===== src/hw/rtl/assert_macros.svh =====
// ----------------------------------------------------------------------------
// Assertion macros
// Shared concurrent assertion helpers, removed when ASSERT_OFF is defined.
// ----------------------------------------------------------------------------
`ifndef ASSERT_MACROS_SVH
`define ASSERT_MACROS_SVH
`ifndef ASSERT_OFF
`define ASSERT_ALWAYS(label, clk, rst, expr) \
  label: assert property (@(posedge clk) disable iff (rst) (expr)) \
    else $error("assertion failed");
`define ASSERT_IMPLY(label, clk, rst, ante, cons) \
  label: assert property (@(posedge clk) disable iff (rst) (ante) |-> (cons)) \
    else $error("assertion failed");
`define ASSERT_NEXT(label, clk, rst, ante, cons) \
  label: assert property (@(posedge clk) disable iff (rst) (ante) |=> (cons)) \
    else $error("assertion failed");
`else
`define ASSERT_ALWAYS(label, clk, rst, expr)
`define ASSERT_IMPLY(label, clk, rst, ante, cons)
`define ASSERT_NEXT(label, clk, rst, ante, cons)
`endif
`endif


===== src/hw/rtl/hqsd_pkg.sv =====
// ----------------------------------------------------------------------------
// hqsd_pkg
// Types, constants and helpers of the hall quadrature speed decoder.
// ----------------------------------------------------------------------------
package hqsd_pkg;

  localparam int TICK_WIDTH_DEF     = 16;
  localparam int POSITION_WIDTH_DEF = 32;

  localparam int POS_OUT_WIDTH   = 32;
  localparam int SPEED_WIDTH     = 24;
  localparam int FRAC_BITS       = 8;
  localparam int SCALE_WIDTH     = 16;
  localparam int TIMEOUT_WIDTH   = 8;
  localparam int PERIOD_WIDTH    = 5;
  localparam int PDIV_WIDTH      = 4;
  localparam int DIV_CNT_WIDTH   = $clog2(SPEED_WIDTH);
  localparam int CFG_INDEX_WIDTH = 2;
  localparam int CFG_DATA_WIDTH  = 16;

  localparam logic [PERIOD_WIDTH-1:0]  PERIOD_MIN = 5'd1;
  localparam logic [PERIOD_WIDTH-1:0]  PERIOD_MAX = 5'd16;

  localparam logic [SCALE_WIDTH-1:0]   SCALE_RESET   = 16'd20000;
  localparam logic [TIMEOUT_WIDTH-1:0] TIMEOUT_RESET = 8'd100;
  localparam logic [PERIOD_WIDTH-1:0]  PERIOD_RESET  = 5'd5;

  localparam logic [CFG_INDEX_WIDTH-1:0] CFG_SPEED_SCALE  = 2'd0;
  localparam logic [CFG_INDEX_WIDTH-1:0] CFG_STOP_TIMEOUT = 2'd1;
  localparam logic [CFG_INDEX_WIDTH-1:0] CFG_SPEED_PERIOD = 2'd2;

  localparam logic [1:0] LINES_NONE = 2'b00;
  localparam logic [1:0] LINE1      = 2'b01;
  localparam logic [1:0] LINE2      = 2'b10;
  localparam logic [1:0] LINES_BOTH = 2'b11;

  typedef enum logic [1:0] {
    ST_IDLE,
    ST_DIV,
    ST_DONE
  } state_t;

  function automatic logic [1:0] slot_of(input logic [1:0] lines);
    logic [1:0] slot;
    case (lines)
      LINE1:      slot = 2'd0;
      LINES_BOTH: slot = 2'd1;
      LINE2:      slot = 2'd2;
      default:    slot = 2'd3;
    endcase
    return slot;
  endfunction

endpackage


===== src/hw/rtl/hall_quadrature_speed_decoder_unit.sv =====
// Result: valid in the cycle after an accepted item when no speed division runs, else after
// ST_DIV (bit-serial restoring divider, one quotient bit per cycle). No new item is taken
// until the previous result is accepted, so an output stall also holds the input.
// Reset: synchronous rst restores register defaults and clears all state but divider num/rem.
// ----------------------------------------------------------------------------
// hall_quadrature_speed_decoder_unit
// Debounced hall quadrature decoder with pulse-period speed estimate.
// ----------------------------------------------------------------------------
`include "assert_macros.svh"

module hall_quadrature_speed_decoder_unit
  import hqsd_pkg::*;
#(
  parameter int TICK_WIDTH     = TICK_WIDTH_DEF,
  parameter int POSITION_WIDTH = POSITION_WIDTH_DEF
) (
  input  logic                              clk,
  input  logic                              rst,
  input  logic                              cfg_valid,
  output logic                              cfg_ready,
  input  logic [CFG_INDEX_WIDTH-1:0]        cfg_index,
  input  logic [CFG_DATA_WIDTH-1:0]         cfg_data,
  input  logic                              in_valid,
  output logic                              in_stall,
  input  logic                              hall1_level,
  input  logic                              hall2_level,
  output logic                              out_valid,
  input  logic                              out_stall,
  output logic signed [POS_OUT_WIDTH-1:0]   position,
  output logic [SPEED_WIDTH-1:0]            speed_q8,
  output logic                              step_valid,
  output logic                              step_up
);

  logic [SCALE_WIDTH-1:0]    speed_scale;
  logic [TIMEOUT_WIDTH-1:0]  stop_timeout;
  logic [PERIOD_WIDTH-1:0]   speed_period;

  state_t state, state_next;

  logic [1:0]                sampled_lines, sampled_lines_next;
  logic [1:0]                stable_lines, stable_lines_next;
  logic [1:0]                prev_lines, prev_lines_next;
  logic [POSITION_WIDTH-1:0] step_count, step_count_next;
  logic [TICK_WIDTH-1:0]     tick_counter, tick_counter_next;
  logic [TICK_WIDTH-1:0]     edge_ts [4];
  logic [TICK_WIDTH-1:0]     pulse_width, pulse_width_next;
  logic [TIMEOUT_WIDTH-1:0]  idle_periods, idle_periods_next;
  logic [PDIV_WIDTH-1:0]     period_divider, period_divider_next;
  logic [SPEED_WIDTH-1:0]    current_speed, current_speed_next;

  logic [1:0]                now_lines;
  logic [1:0]                change;
  logic [1:0]                slot;
  logic                      valid_next;
  logic                      up_next;
  logic [PERIOD_WIDTH-1:0]   period_eff;
  logic [PERIOD_WIDTH-1:0]   pdiv_inc;
  logic                      update_now;
  logic                      div_start;

  logic [TICK_WIDTH-1:0]     rem, rem_next;
  logic [TICK_WIDTH:0]       rem_shift;
  logic [TICK_WIDTH:0]       rem_sub;
  logic                      qbit;
  logic [SPEED_WIDTH-1:0]    num, num_next;
  logic [DIV_CNT_WIDTH-1:0]  div_count;

  logic                      in_accept;
  logic                      out_accept;

  assign cfg_ready  = 1'b1;
  assign in_stall   = (state != ST_IDLE);
  assign out_valid  = (state == ST_DONE);
  assign in_accept  = in_valid && !in_stall;
  assign out_accept = out_valid && !out_stall;
  assign speed_q8   = current_speed;

  generate
    if (POSITION_WIDTH >= POS_OUT_WIDTH) begin : g_pos_trunc
      assign position = $signed(step_count[POS_OUT_WIDTH-1:0]);
    end else begin : g_pos_ext
      assign position = $signed({{(POS_OUT_WIDTH - POSITION_WIDTH){1'b0}}, step_count});
    end
  endgenerate

  // tick update
  always_comb begin
    now_lines           = {~hall2_level, ~hall1_level};
    tick_counter_next   = tick_counter + 1'b1;
    sampled_lines_next  = sampled_lines;
    stable_lines_next   = stable_lines;
    prev_lines_next     = prev_lines;
    step_count_next     = step_count;
    pulse_width_next    = pulse_width;
    valid_next          = 1'b0;
    up_next             = 1'b0;
    change              = now_lines ^ prev_lines;
    slot                = slot_of(now_lines);
    if (now_lines == sampled_lines) begin
      stable_lines_next = now_lines;
      if (change != LINES_NONE) begin
        prev_lines_next = now_lines;
        if (change == LINE1) begin
          valid_next = 1'b1;
          up_next    = (now_lines == LINES_NONE) || (now_lines == LINES_BOTH);
        end else if (change == LINE2) begin
          valid_next = 1'b1;
          up_next    = (now_lines == LINE1) || (now_lines == LINE2);
        end
        if (valid_next) begin
          step_count_next  = up_next ? step_count + 1'b1 : step_count - 1'b1;
          pulse_width_next = tick_counter_next - edge_ts[slot];
        end
      end
    end else begin
      sampled_lines_next = now_lines;
    end

    if (speed_period < PERIOD_MIN) begin
      period_eff = PERIOD_MIN;
    end else if (speed_period > PERIOD_MAX) begin
      period_eff = PERIOD_MAX;
    end else begin
      period_eff = speed_period;
    end
    pdiv_inc = {1'b0, period_divider} + 1'b1;
    if (pdiv_inc < period_eff) begin
      update_now          = 1'b0;
      period_divider_next = pdiv_inc[PDIV_WIDTH-1:0];
    end else begin
      update_now          = 1'b1;
      period_divider_next = '0;
    end

    div_start          = update_now && (pulse_width_next != '0);
    idle_periods_next  = idle_periods;
    current_speed_next = current_speed;
    if (update_now && (pulse_width_next == '0)) begin
      if (idle_periods < stop_timeout) begin
        idle_periods_next = idle_periods + 1'b1;
      end else begin
        current_speed_next = '0;
      end
    end
  end

  // divider step
  always_comb begin
    rem_shift = {rem, num[SPEED_WIDTH-1]};
    rem_sub   = rem_shift - {1'b0, pulse_width};
    qbit      = (rem_shift >= {1'b0, pulse_width});
    rem_next  = qbit ? rem_sub[TICK_WIDTH-1:0] : rem_shift[TICK_WIDTH-1:0];
    num_next  = {num[SPEED_WIDTH-2:0], qbit};
  end

  always_comb begin
    state_next = state;
    case (state)
      ST_IDLE: begin
        if (in_accept) begin
          state_next = div_start ? ST_DIV : ST_DONE;
        end
      end
      ST_DIV: begin
        if (div_count == '0) begin
          state_next = ST_DONE;
        end
      end
      ST_DONE: begin
        if (out_accept) begin
          state_next = ST_IDLE;
        end
      end
      default: state_next = ST_IDLE;
    endcase
  end

  always_ff @(posedge clk) begin
    if (rst) begin
      state <= ST_IDLE;
    end else begin
      state <= state_next;
    end
  end

  always_ff @(posedge clk) begin
    if (rst) begin
      speed_scale    <= SCALE_RESET;
      stop_timeout   <= TIMEOUT_RESET;
      speed_period   <= PERIOD_RESET;
      sampled_lines  <= LINES_NONE;
      stable_lines   <= LINES_NONE;
      prev_lines     <= LINES_NONE;
      step_count     <= '0;
      tick_counter   <= '0;
      for (int i = 0; i < 4; i++) begin
        edge_ts[i] <= '0;
      end
      pulse_width    <= '0;
      idle_periods   <= '0;
      period_divider <= '0;
      current_speed  <= '0;
      step_valid     <= 1'b0;
      step_up        <= 1'b0;
      div_count      <= '0;
    end else begin
      if (cfg_valid && cfg_ready) begin
        case (cfg_index)
          CFG_SPEED_SCALE:  speed_scale  <= cfg_data[SCALE_WIDTH-1:0];
          CFG_STOP_TIMEOUT: stop_timeout <= cfg_data[TIMEOUT_WIDTH-1:0];
          CFG_SPEED_PERIOD: speed_period <= cfg_data[PERIOD_WIDTH-1:0];
          default: ;
        endcase
      end
      if (in_accept) begin
        sampled_lines  <= sampled_lines_next;
        stable_lines   <= stable_lines_next;
        prev_lines     <= prev_lines_next;
        step_count     <= step_count_next;
        tick_counter   <= tick_counter_next;
        pulse_width    <= pulse_width_next;
        idle_periods   <= idle_periods_next;
        period_divider <= period_divider_next;
        current_speed  <= current_speed_next;
        step_valid     <= valid_next;
        step_up        <= valid_next && up_next;
        if (valid_next) begin
          edge_ts[slot] <= tick_counter_next;
        end
        div_count <= DIV_CNT_WIDTH'(SPEED_WIDTH - 1);
      end else if (state == ST_DIV) begin
        div_count <= div_count - 1'b1;
        if (div_count == '0) begin
          current_speed <= num_next;
          pulse_width   <= '0;
          idle_periods  <= '0;
        end
      end
    end
  end

  // divider datapath, no reset
  always_ff @(posedge clk) begin
    if (in_accept) begin
      num <= {speed_scale, {FRAC_BITS{1'b0}}};
      rem <= '0;
    end else if (state == ST_DIV) begin
      num <= num_next;
      rem <= rem_next;
    end
  end

  `ASSERT_IMPLY(a_div_nonzero, clk, rst, state == ST_DIV, pulse_width != '0)
  `ASSERT_IMPLY(a_up_has_step, clk, rst, out_valid && step_up, step_valid)
  `ASSERT_ALWAYS(a_pdiv_range, clk, rst, {1'b0, period_divider} < PERIOD_MAX)
  `ASSERT_NEXT(a_div_done, clk, rst, state == ST_DIV && div_count == '0, out_valid)

endmodule

===== config.mk =====
export PLATFORM = sky130hd
export DESIGN_NAME = hall_quadrature_speed_decoder_unit
export DESIGN_NICKNAME = d
export VERILOG_FILES = /design/src/hw/rtl/hqsd_pkg.sv /design/src/hw/rtl/hall_quadrature_speed_decoder_unit.sv
export VERILOG_INCLUDE_DIRS = /design/src /design/src/hw/rtl
export SDC_FILE = /design/constraint.sdc
export NUM_CORES = 1
export LEC_CHECK = 0
export BUFFER_PORTS_ARGS = -buffer_cell sky130_fd_sc_hd__buf_2
export CORE_UTILIZATION = 45
export CTS_CLUSTER_DIAMETER = 150
export CTS_CLUSTER_SIZE = 10
export DETAILED_ROUTE_END_ITERATION = 16
export SYNTH_ARGS = -nofsm -noshare
export SYNTH_HDL_FRONTEND = slang
export SYNTH_SLANG_ARGS = --single-unit

===== constraint.sdc =====
create_clock -name clk -period 7.4 [get_ports clk]
set_input_delay 0.74 -clock clk [delete_from_list [all_inputs] [get_ports clk]]
set_output_delay 0.74 -clock clk [all_outputs]
set_load 0.005 [all_outputs]

==> results of run 1 <==
metrics by stage:
stage | total power [mW] | cells | worst slack, ps | utilization
2_1_floorplan | 2.20 | 1438 | 1600 | -
4_1_cts | 3.66 | 1901 | 1920 | 0.515
5_1_grt | 3.82 | 1901 | 1510 | 0.515
3_5_place_dp | 2.40 | 1857 | 1370 | 0.487
3_3_place_gp | 2.39 | 1857 | 1450 | 0.487
6_report | 3.62 | 1901 | 1900 | 0.515
flip-flops by register name, indices dropped and copies added, names as in the netlist, 8 cells and up:
| register | count |
|---|---|
| stop_timeout | 8 |
| rem | 16 |
| idle_periods | 8 |
| edge_ts | 64 |
| pulse_width | 16 |
| speed_scale | 16 |
| tick_counter | 16 |
| speed_q8 | 24 |
| num | 24 |
| position | 32 |
tightest hold or removal path, cell delays in order:
cell and delay, ps:
buf_2 70, nand2_1 40, nand3b_1 70
where the power goes:
group	internal (mW)	total [mW]	leakage, nW	switching (mW)
registers	1.46	1.50	2.17	0.0414
clock network	0.732	1.25	0.386	0.522
logic	0.373	0.869	3.67	0.495
total	2.56	3.62	6.22	1.06
synthesized netlist by cell type (all sizes together) (7+ instances only):
cell	n
nor2b	14
and3	10
nor3	22
inv	76
a211oi	11
mux2i	24
a21oi	113
clkbuf	47
nor2	158
nand2b	19
nand4	16
edfxtp	80
nand3b	14
a21o	28
ha	82
or2	7
a22o	51
nand3	28
buf	16
or3	15
xnor2	40
nand2	178
a31oi	10
o211ai	9
o21ai	61
a211o	7
mux4	16
xor2	42
nor4	7
dfxtp	166
logic make-up after synthesis:
group	synth area share
flip-flops	0.432
XOR/XNOR	0.0547
adder cells (fa/ha/maj)	0.0819
multiplexers	0.0453
buffers and inverters	0.0405
other	0.000283
AO/OA/AOI/OAI	0.167
AND/OR/NAND/NOR	0.178
final timing paths:
| path | depth (start not counted) | slack [ps] | start | endpoint |
|---|---|---|---|---|
| min reg2reg | 2 | 440 | step_valid | step_valid |
| min | 3 | 420 | cfg_data[10] | speed_scale[10] |
| max reg2reg | 17 | 1900 | tick_counter[0] | speed_q8[17] |
| max | 17 | 1900 | tick_counter[0] | speed_q8[17] |
layout make-up:
type	count	area share
multi-input cells	1053	0.474
flip-flops and latches	246	0.385
clock buffers	44	0.0541
repair buffers	98	0.0355
well taps	384	0.0323
inverters	76	0.0192
cell usage in the layout (no fill, tap or decap), drive strengths merged, types with 51 or more instances in the layout:
cell / netlist / layout
inv: 76 / 76
a21oi: 113 / 113
ha: 82 / 82
edfxtp: 80 / 80
dfxtp: 166 / 166
buf: 16 / 98
nand2: 178 / 178
a22o: 51 / 51
o21ai: 61 / 61
nor2: 158 / 158
per-layer routing:
| layer | up-vias | GRT usage | wire (um) |
|---|---|---|---|
| met2 | 190 | 0.337 | 13800 |
| met3 | 37 | 0.0285 | 1170 |
| met1 | 4859 | 0.271 | 14600 |
| met5 | - | 0 | 12 |
| met4 | 2 | 0.0457 | 487 |
| li1 | 5241 | - | - |
==> results.json, run 1 <==
{
  "status": "finished clean",
  "synth_area_per_cell_um2": 9.22,
  "vias": 10300,
  "hold_slack_ps": 419,
  "synthFlopType": "dfxtp_1",
  "row_count": 62,
  "synth_edf_count": 80,
  "place_area_mm2": 0.0141,
  "ys_types": 81,
  "end_kind": "flop",
  "p_leak_nw": 6.22,
  "pwr_density_cell_mw_per_mm2": 244,
  "setup_violations": 0,
  "critical_path_buf_inv_count": 1,
  "ir_drop_mv": 0.170,
  "multi_input_area_mm2": 0.00704,
  "yosysTopAreaCell": "dfxtp_1",
  "drt-wirelength-per-cell_um": 15.8,
  "cp_top_family": "compound AO/OA/AOI/OAI gates",
  "nets": 1613,
  "crit_required_ps": 7820,
  "netlist_area_mm2": 0.0133,
  "regArea_mm2": 0.00573,
  "synthToLayoutAreaGrowth_pct": 12.1,
  "clock.fmax_ghz": 0.182,
  "post_cts_buffers": 0,
  "gp_congestion": 0.819,
  "worstPathArrival_ps": 5920,
  "drive_above_1_share": 0.117,
  "clkSinkCount": 246,
  "drc": 0,
  "final.min_clock_period_ps": 5500,
  "tns_ps": 0,
  "grt_pass1_vias": 9936,
  "die-area_mm2": 0.0301,
  "grt_pass1_wl_mm": 50.2,
  "ys_seq_area_frac": 0.432,
  "vias_per_cell": 5.43,
  "yosysWarnings": 0,
  "die_width_um": 174,
  "postSynthCellCount": 1438,
  "grt_max_degree": 82,
  "fin_crit_sh": 0.743,
  "clkSlewWorstSetupHoldPaths_ps": 60,
  "clockBufferDepth": 3,
  "syn_nets": 1548,
  "crit_path_max_fanout": 24,
  "grt_use_total": 0.200,
  "antenna_found_initial": 1,
  "fillers": 2789,
  "die_y_um": 174,
  "pin_count": 86,
  "slew-limit-headroom": 0.222,
  "cts-resized-gates": 0,
  "first_iter_violations": 645,
  "postLayoutCellArea_mm2": 0.0149,
  "yosys.area.top_type_share": 0.251,
  "place.port_buffers": 84,
  "firstDrtPassIters": 4,
  "cp_slowest_cell": "a41oi_2",
  "clockRootBuffer": "clkbuf_16",
  "antenna_cells": 0,
  "synth_area_leaders": "dfxtp_1 25%, edfxtp_1 18%, ha_1 7.7%",
  "cts_hold_buf": 0,
  "start_util": 0.459,
  "crit_type": "flop to flop",
  "crit_path_cell_trace": "ha_1 > nand3_1 > nor2_1 > and2_1 > nand2_1 > xor2_1 > inv_1 > ha_1 > a21o_1 > or4_1 > o21ai_0 > xnor2_1 > o21ai_0 > o211ai_1 > nor2_1 > a41oi_2 > a22o_1",
  "maxCapViolations": 0,
  "core_area_mm2": 0.0289,
  "clock_latency_ps": 530,
  "htreeDepth": 1,
  "async_reset_ff_frac": 0,
  "hp-class": "input port to flop",
  "wl_mm": 30.0,
  "finalHoldViolCount": 0,
  "finalMaxSlewViolations": 0,
  "cts_tree": "done",
  "cts_buffers": 28,
  "ys_ff_latch": 246,
  "tightest_slew_ps": 1170,
  "slowest_delay_ps": 610,
  "grt_setup_unrepaired": "no",
  "place.detailed.hpwl_mm": 20.9,
  "start_kind": "flop",
  "fin_worst_skew_ps": 12.6,
  "grt.overflow.total": 0,
  "ant_nets": 0
}
No activity file was read; power rests on OpenSTA's default activity.
==> run 2: changes to the inputs <==
ABC_AREA = 1   (was unset)
clock period = 5.65 ns   (was 7.4 ns; I/O delays follow)
==> results.json, run 2 <==
{
  "finalMaxSlewViolations": 0,
  "die_y_um": 178,
  "yosys.area.top_type_share": 0.238,
  "regArea_mm2": 0.00573,
  "pwr_density_cell_mw_per_mm2": 356,
  "final.min_clock_period_ps": 4760,
  "grt_max_degree": 40,
  "cts_buffers": 28,
  "drc": 0,
  "clockBufferDepth": 3,
  "place.port_buffers": 84,
  "ir_drop_mv": 0.266,
  "grt_pass1_wl_mm": 58.0,
  "ys_types": 53,
  "fin_worst_skew_ps": 26.8,
  "status": "finished clean",
  "clock.fmax_ghz": 0.210,
  "firstDrtPassIters": 6,
  "final_cell_mix": "441 x nand2_1, 194 x inv_1, 171 x nor2_1",
  "netlist_area_mm2": 0.0139,
  "largest_reg_flops": 64,
  "synth-compound-area-share": 0.155,
  "row_count": 64,
  "layout_setup_ws_ps": 886,
  "grt_setup_unrepaired": "no",
  "synth_mux_area_frac": 0,
  "core_area_mm2": 0.0305,
  "htreeDepth": 1,
  "synth.most_common_cell": "nand2_1",
  "synthTopCellsByCount": "441 x nand2_1, 194 x inv_1, 174 x nor2_1",
  "nets": 2008,
  "fillers": 3008,
  "grt.overflow.total": 0,
  "worstPathArrival_ps": 5210,
  "cts_hold_buf": 0,
  "post_cts_buffers": 0,
  "synthAdderAreaFrac": 0.0779,
  "antenna_cells": 0,
  "syn_nets": 1939,
  "ys_seq_area_frac": 0.411,
  "p_leak_nw": 7.01,
  "vias_per_cell": 5.28,
  "place_area_mm2": 0.0147,
  "clkSlewWorstSetupHoldPaths_ps": 50,
  "postLayoutCellArea_mm2": 0.0155,
  "crit_path_max_fanout": 25,
  "r2r-end": "speed_q8[0]",
  "async_reset_ff_frac": 0,
  "p_total_mw": 5.53,
  "r2r-start": "tick_counter[0]",
  "ys_ff_latch": 246,
  "synthToLayoutAreaGrowth_pct": 11.4,
  "maxCapViolations": 0,
  "tightest_slew_ps": 1040,
  "yosysTopAreaCell": "dfxtp_1",
  "end_kind": "flop",
  "start_util": 0.457,
  "fin_crit_sh": 0.843,
  "gp_congestion": 0.878,
  "synth_area_per_cell_um2": 7.62,
  "crit_type": "flop to flop",
  "layout_commonest_cell": "nand2_1",
  "synth_area_leaders": "dfxtp_1 24%, edfxtp_1 17%, nand2_1 12%",
  "start_kind": "flop",
  "grt_pass1_vias": 11500,
  "crit_required_ps": 6090,
  "synth_edf_count": 80,
  "clkSinkCount": 246,
  "drt-wirelength-per-cell_um": 15.3,
  "vias": 12200,
  "die_width_um": 178,
  "clockRootBuffer": "clkbuf_16",
  "cts-resized-gates": 0,
  "top_register": "edge_ts",
  "hp-class": "input port to flop",
  "place.detailed.hpwl_mm": 25.5,
  "r2r_cells": 22,
  "postSynthCellCount": 1829,
  "drive_above_1_share": 0.0957,
  "synthFlopType": "dfxtp_1",
  "worstHoldEndpoint": "speed_scale[10]",
  "synth_top_family_by_area": "simple AND/OR/NAND/NOR gates",
  "die-area_mm2": 0.0317,
  "setup_violations": 0,
  "r2r_slack_ps": 890,
  "antenna_found_initial": 0,
  "min_from": "cfg_data[10]",
  "hold_depth": 3,
  "yosysWarnings": 0,
  "cts_tree": "done",
  "tns_ps": 0,
  "multi_input_area_mm2": 0.00719,
  "synthSimpleGateAreaFrac": 0.251,
  "pin_count": 86,
  "ant_nets": 0,
  "pre_cts_ws_ps": 787,
  "first_iter_violations": 925,
  "slew-limit-headroom": 0.303,
  "wl_mm": 35.4,
  "finalHoldViolCount": 0,
  "grt_use_total": 0.227,
  "synth_xor_area_frac": 0.0301,
  "clock_latency_ps": 560
}
[run 2: cell types whose count changed after synthesis, moves of 24 or more]
| cell | change |
|---|---|
| nand2_1 | +264 |
| inv_1 | +118 |
| nand3_1 | +86 |
| o21ai_0 | +66 |
| a22o_1 | -50 |
| a21oi_1 | +40 |
| a32o_1 | +28 |
| mux2i_1 | -24 |
| xnor2_1 | -24 |
[run 2: per-stage QoR]
step           hold WS [ps]  utilization  std cells
2_1_floorplan           429            -       1829
4_1_cts                 199        0.509       2308
3_5_place_dp            451        0.483       2264
3_3_place_gp            449        0.483       2264
6_report                223        0.509       2308
5_1_grt                 211        0.509       2308
[run 2: layer usage]
layer | up-vias | GRT usage | share of wire
met5 | - | 0 | 0
met4 | 0 | 0.0598 | 0.020
met3 | 51 | 0.0283 | 0.040
met2 | 226 | 0.388 | 0.46
met1 | 5631 | 0.302 | 0.48
li1 | 6270 | - | -
[run 2: critical path, cell delays in order, from the launching register on]
cell	delay (ps)
dfxtp_1	580
ha_1	240
nand2_1	120
nor4_2	540
nand3_1	240
nor3_1	250
xor2_1	390
inv_2	70
ha_1	400
nand2_1	100
nor2_1	150
and2_1	140
nand2_1	50
nand2_1	90
inv_1	50
nand2_1	60
nand3_1	100
nand2_1	130
nand3_1	130
nor2_4	170
nand3_4	360
a21oi_1	250
nor2_1	60
[run 2: cell families (layout without fill, tap and decap cells)]
family	after synthesis	in the layout
compound gates	374	374
xor+xnor	48	48
fa+ha+maj	85	85
buf+inv	268	351
flops	246	246
other cells	1	1
simple gates	807	807
[run 2: worst max-delay path by stage]
stage | cells past startpoint | start | endpoint
after global routing | 24 | tick_counter[0] | speed_q8[0]
after global placement | 23 | hall2_level | speed_q8[0]
after CTS | 22 | tick_counter[0] | speed_q8[0]
final | 22 | tick_counter[0] | speed_q8[0]
after detailed placement | 23 | hall2_level | speed_q8[0]
after floorplan | 18 | hall2_level | position[20]
[run 2: cell type report]
type,count,area share
Clock inverter,1,0.00105
Sequential cell,246,0.368
Multi-Input combinational cell,1315,0.463
Tap cell,396,0.0319
Inverter,202,0.0488
Clock buffer,43,0.0501
Timing Repair Buffer,105,0.0372
[run 2: where the power goes]
part / total (mW) / internal, mW / switching [mW]
Combinational: 1.76 / 0.591 / 1.17
Sequential: 2.13 / 2.01 / 0.112
Clock: 1.64 / 0.935 / 0.706
==> run 3: changes to the inputs <==
clock period = 4.1 ns   (was 5.65 ns; I/O delays follow)
==> results.json, run 3 (synthesis results as in run 2) <==
{
  "p_total_mw": 7.73,
  "start_kind": "flop",
  "finalHoldViolCount": 0,
  "slowest_delay_ps": 360,
  "grt_setup_unrepaired": "no",
  "pwr-share-comb": 0.321,
  "cts_buffers": 28,
  "worstPathArrival_ps": 4210,
  "crit_type": "flop to flop",
  "layout_setup_ws_ps": 336,
  "grt.overflow.total": 0,
  "grt_pass1_vias": 11600,
  "critical_path_buf_inv_count": 4,
  "final_cell_mix": "440 x nand2_1, 193 x inv_1, 171 x nor2_1",
  "grt_pass1_wl_mm": 58.2,
  "die_width_um": 178,
  "largest_reg_flops": 64,
  "postLayoutCellArea_mm2": 0.0158,
  "tightest_slew_ps": 896,
  "end_kind": "flop",
  "setup_violations": 0,
  "clock.fmax_ghz": 0.266,
  "start_util": 0.457,
  "drt-wirelength-per-cell_um": 15.3,
  "ir_drop_mv": 0.351,
  "place_area_mm2": 0.0149,
  "antenna_cells": 0,
  "clkSlewWorstSetupHoldPaths_ps": 60,
  "crit_path_cell_trace": "ha_1 > nand2_1 > nor4_2 > buf_4 > nand3_1 > nor3_2 > xor2_1 > inv_2 > ha_4 > nand2_1 > nor2_1 > and2_1 > nand2_1 > nand2_1 > inv_1 > nand2_1 > nand3_1 > nand2_2 > nand3_1 > nor2_4 > nand3_4 > buf_12 > a21oi_1 > nor2_1",
  "fin_worst_skew_ps": 12.3,
  "wl_mm": 35.6,
  "crit_path_max_fanout": 25,
  "antenna_found_initial": 0,
  "clockPowerShare": 0.301,
  "place.detailed.hpwl_mm": 25.6,
  "slew-limit-headroom": 0.401,
  "row_count": 64,
  "power_frac_seq": 0.378,
  "finalMaxSlewViolations": 0,
  "htreeDepth": 1,
  "clockBufferDepth": 3,
  "pwr_density_cell_mw_per_mm2": 490,
  "fillers": 2942,
  "clkSinkCount": 246,
  "pin_count": 86,
  "vias_per_cell": 5.30,
  "fin_crit_sh": 0.918,
  "cts_hold_buf": 0,
  "synthToLayoutAreaGrowth_pct": 13.1,
  "firstDrtPassIters": 7,
  "crit_required_ps": 4550,
  "layout_commonest_cell": "nand2_1",
  "grt_max_degree": 40,
  "p_leak_nw": 7.13,
  "die_y_um": 178,
  "top_register": "edge_ts",
  "place.port_buffers": 84,
  "drc": 0,
  "clockRootBuffer": "clkbuf_16",
  "power.switching_mw": 2.77,
  "nets": 2026,
  "gp_congestion": 0.883,
  "post_cts_buffers": 0,
  "vias": 12300,
  "clock_latency_ps": 560,
  "hp-class": "input port to flop",
  "core_area_mm2": 0.0305,
  "drive_above_1_share": 0.106,
  "cp_slowest_cell": "dfxtp_1",
  "cp_top_family": "simple AND/OR/NAND/NOR gates",
  "final.min_clock_period_ps": 3760,
  "dp.cells": 2282,
  "maxCapViolations": 0,
  "ant_nets": 0,
  "grt_use_total": 0.227,
  "cts-resized-gates": 0,
  "cts_tree": "done",
  "internal-power_mw": 4.96,
  "instances_no_fill": 2329,
  "first_iter_violations": 780,
  "p_sw_frac": 0.359,
  "status": "finished clean",
  "pre_cts_ws_ps": -81.5,
  "die-area_mm2": 0.0317,
  "crit_path_frequent_cell": "nand2_1"
}
==> run 3: cell count changes in the layout (fill, tap and decap cells not counted), sizes merged <==
cell | before | now
bufinv | 0 | 1
buf | 105 | 123
clkbuf | 43 | 45
==> run 3: path summary, 6_finish.rpt <==
kind                     end  depth (start not counted)  slack [ps]            start
max              speed_q8[0]                         24         340  tick_counter[1]
min          speed_scale[11]                          3          60     cfg_data[11]
max reg2reg      speed_q8[0]                         24         340  tick_counter[1]
min reg2reg          step_up                          1         460          step_up
==> run 3: power groups by stage <==
stage	clock network [mW]	registers (mW)	logic [mW]
after floorplan	0	2.94	1.86
after global placement	0	2.97	2.44
after detailed placement	0	2.97	2.47
after CTS	2.38	2.92	2.48
after global routing	2.48	2.96	2.83
final	2.32	2.92	2.48
==> run 3: stage by stage <==
step,setup TNS [ps],util,hold slack [ps]
CTS,0,0.516,42.3
floorplan,0,-,429
global placement,-19.5,0.489,434
detailed placement,-237,0.489,444
finish,0,0.517,64.5
global route,0,0.517,60.3
==> run 3: layer usage <==
| metal | routed length (um) | vias up | GRT usage |
|---|---|---|---|
| li1 | - | 6324 | - |
| met1 | 16900 | 5720 | 0.309 |
| met2 | 16400 | 252 | 0.377 |
| met3 | 1570 | 52 | 0.0298 |
| met4 | 771 | 0 | 0.0627 |
| met5 | 0 | - | 0 |
==> run 3: cell type report <==
class                   count  area (um2)  share of cell area
clock inverters             2        60.1             0.00381
inverters                 202         758              0.0481
multi-input cells        1315        7210               0.457
well taps                 396         495              0.0314
repair buffers            123         763              0.0484
flip-flops and latches    246        5730               0.363
clock buffers              45         764              0.0485
==> run 3: tightest hold or removal path: stages <==
cell,delay [ps]
buf_2,70
nand2_1,40
nand3_1,60
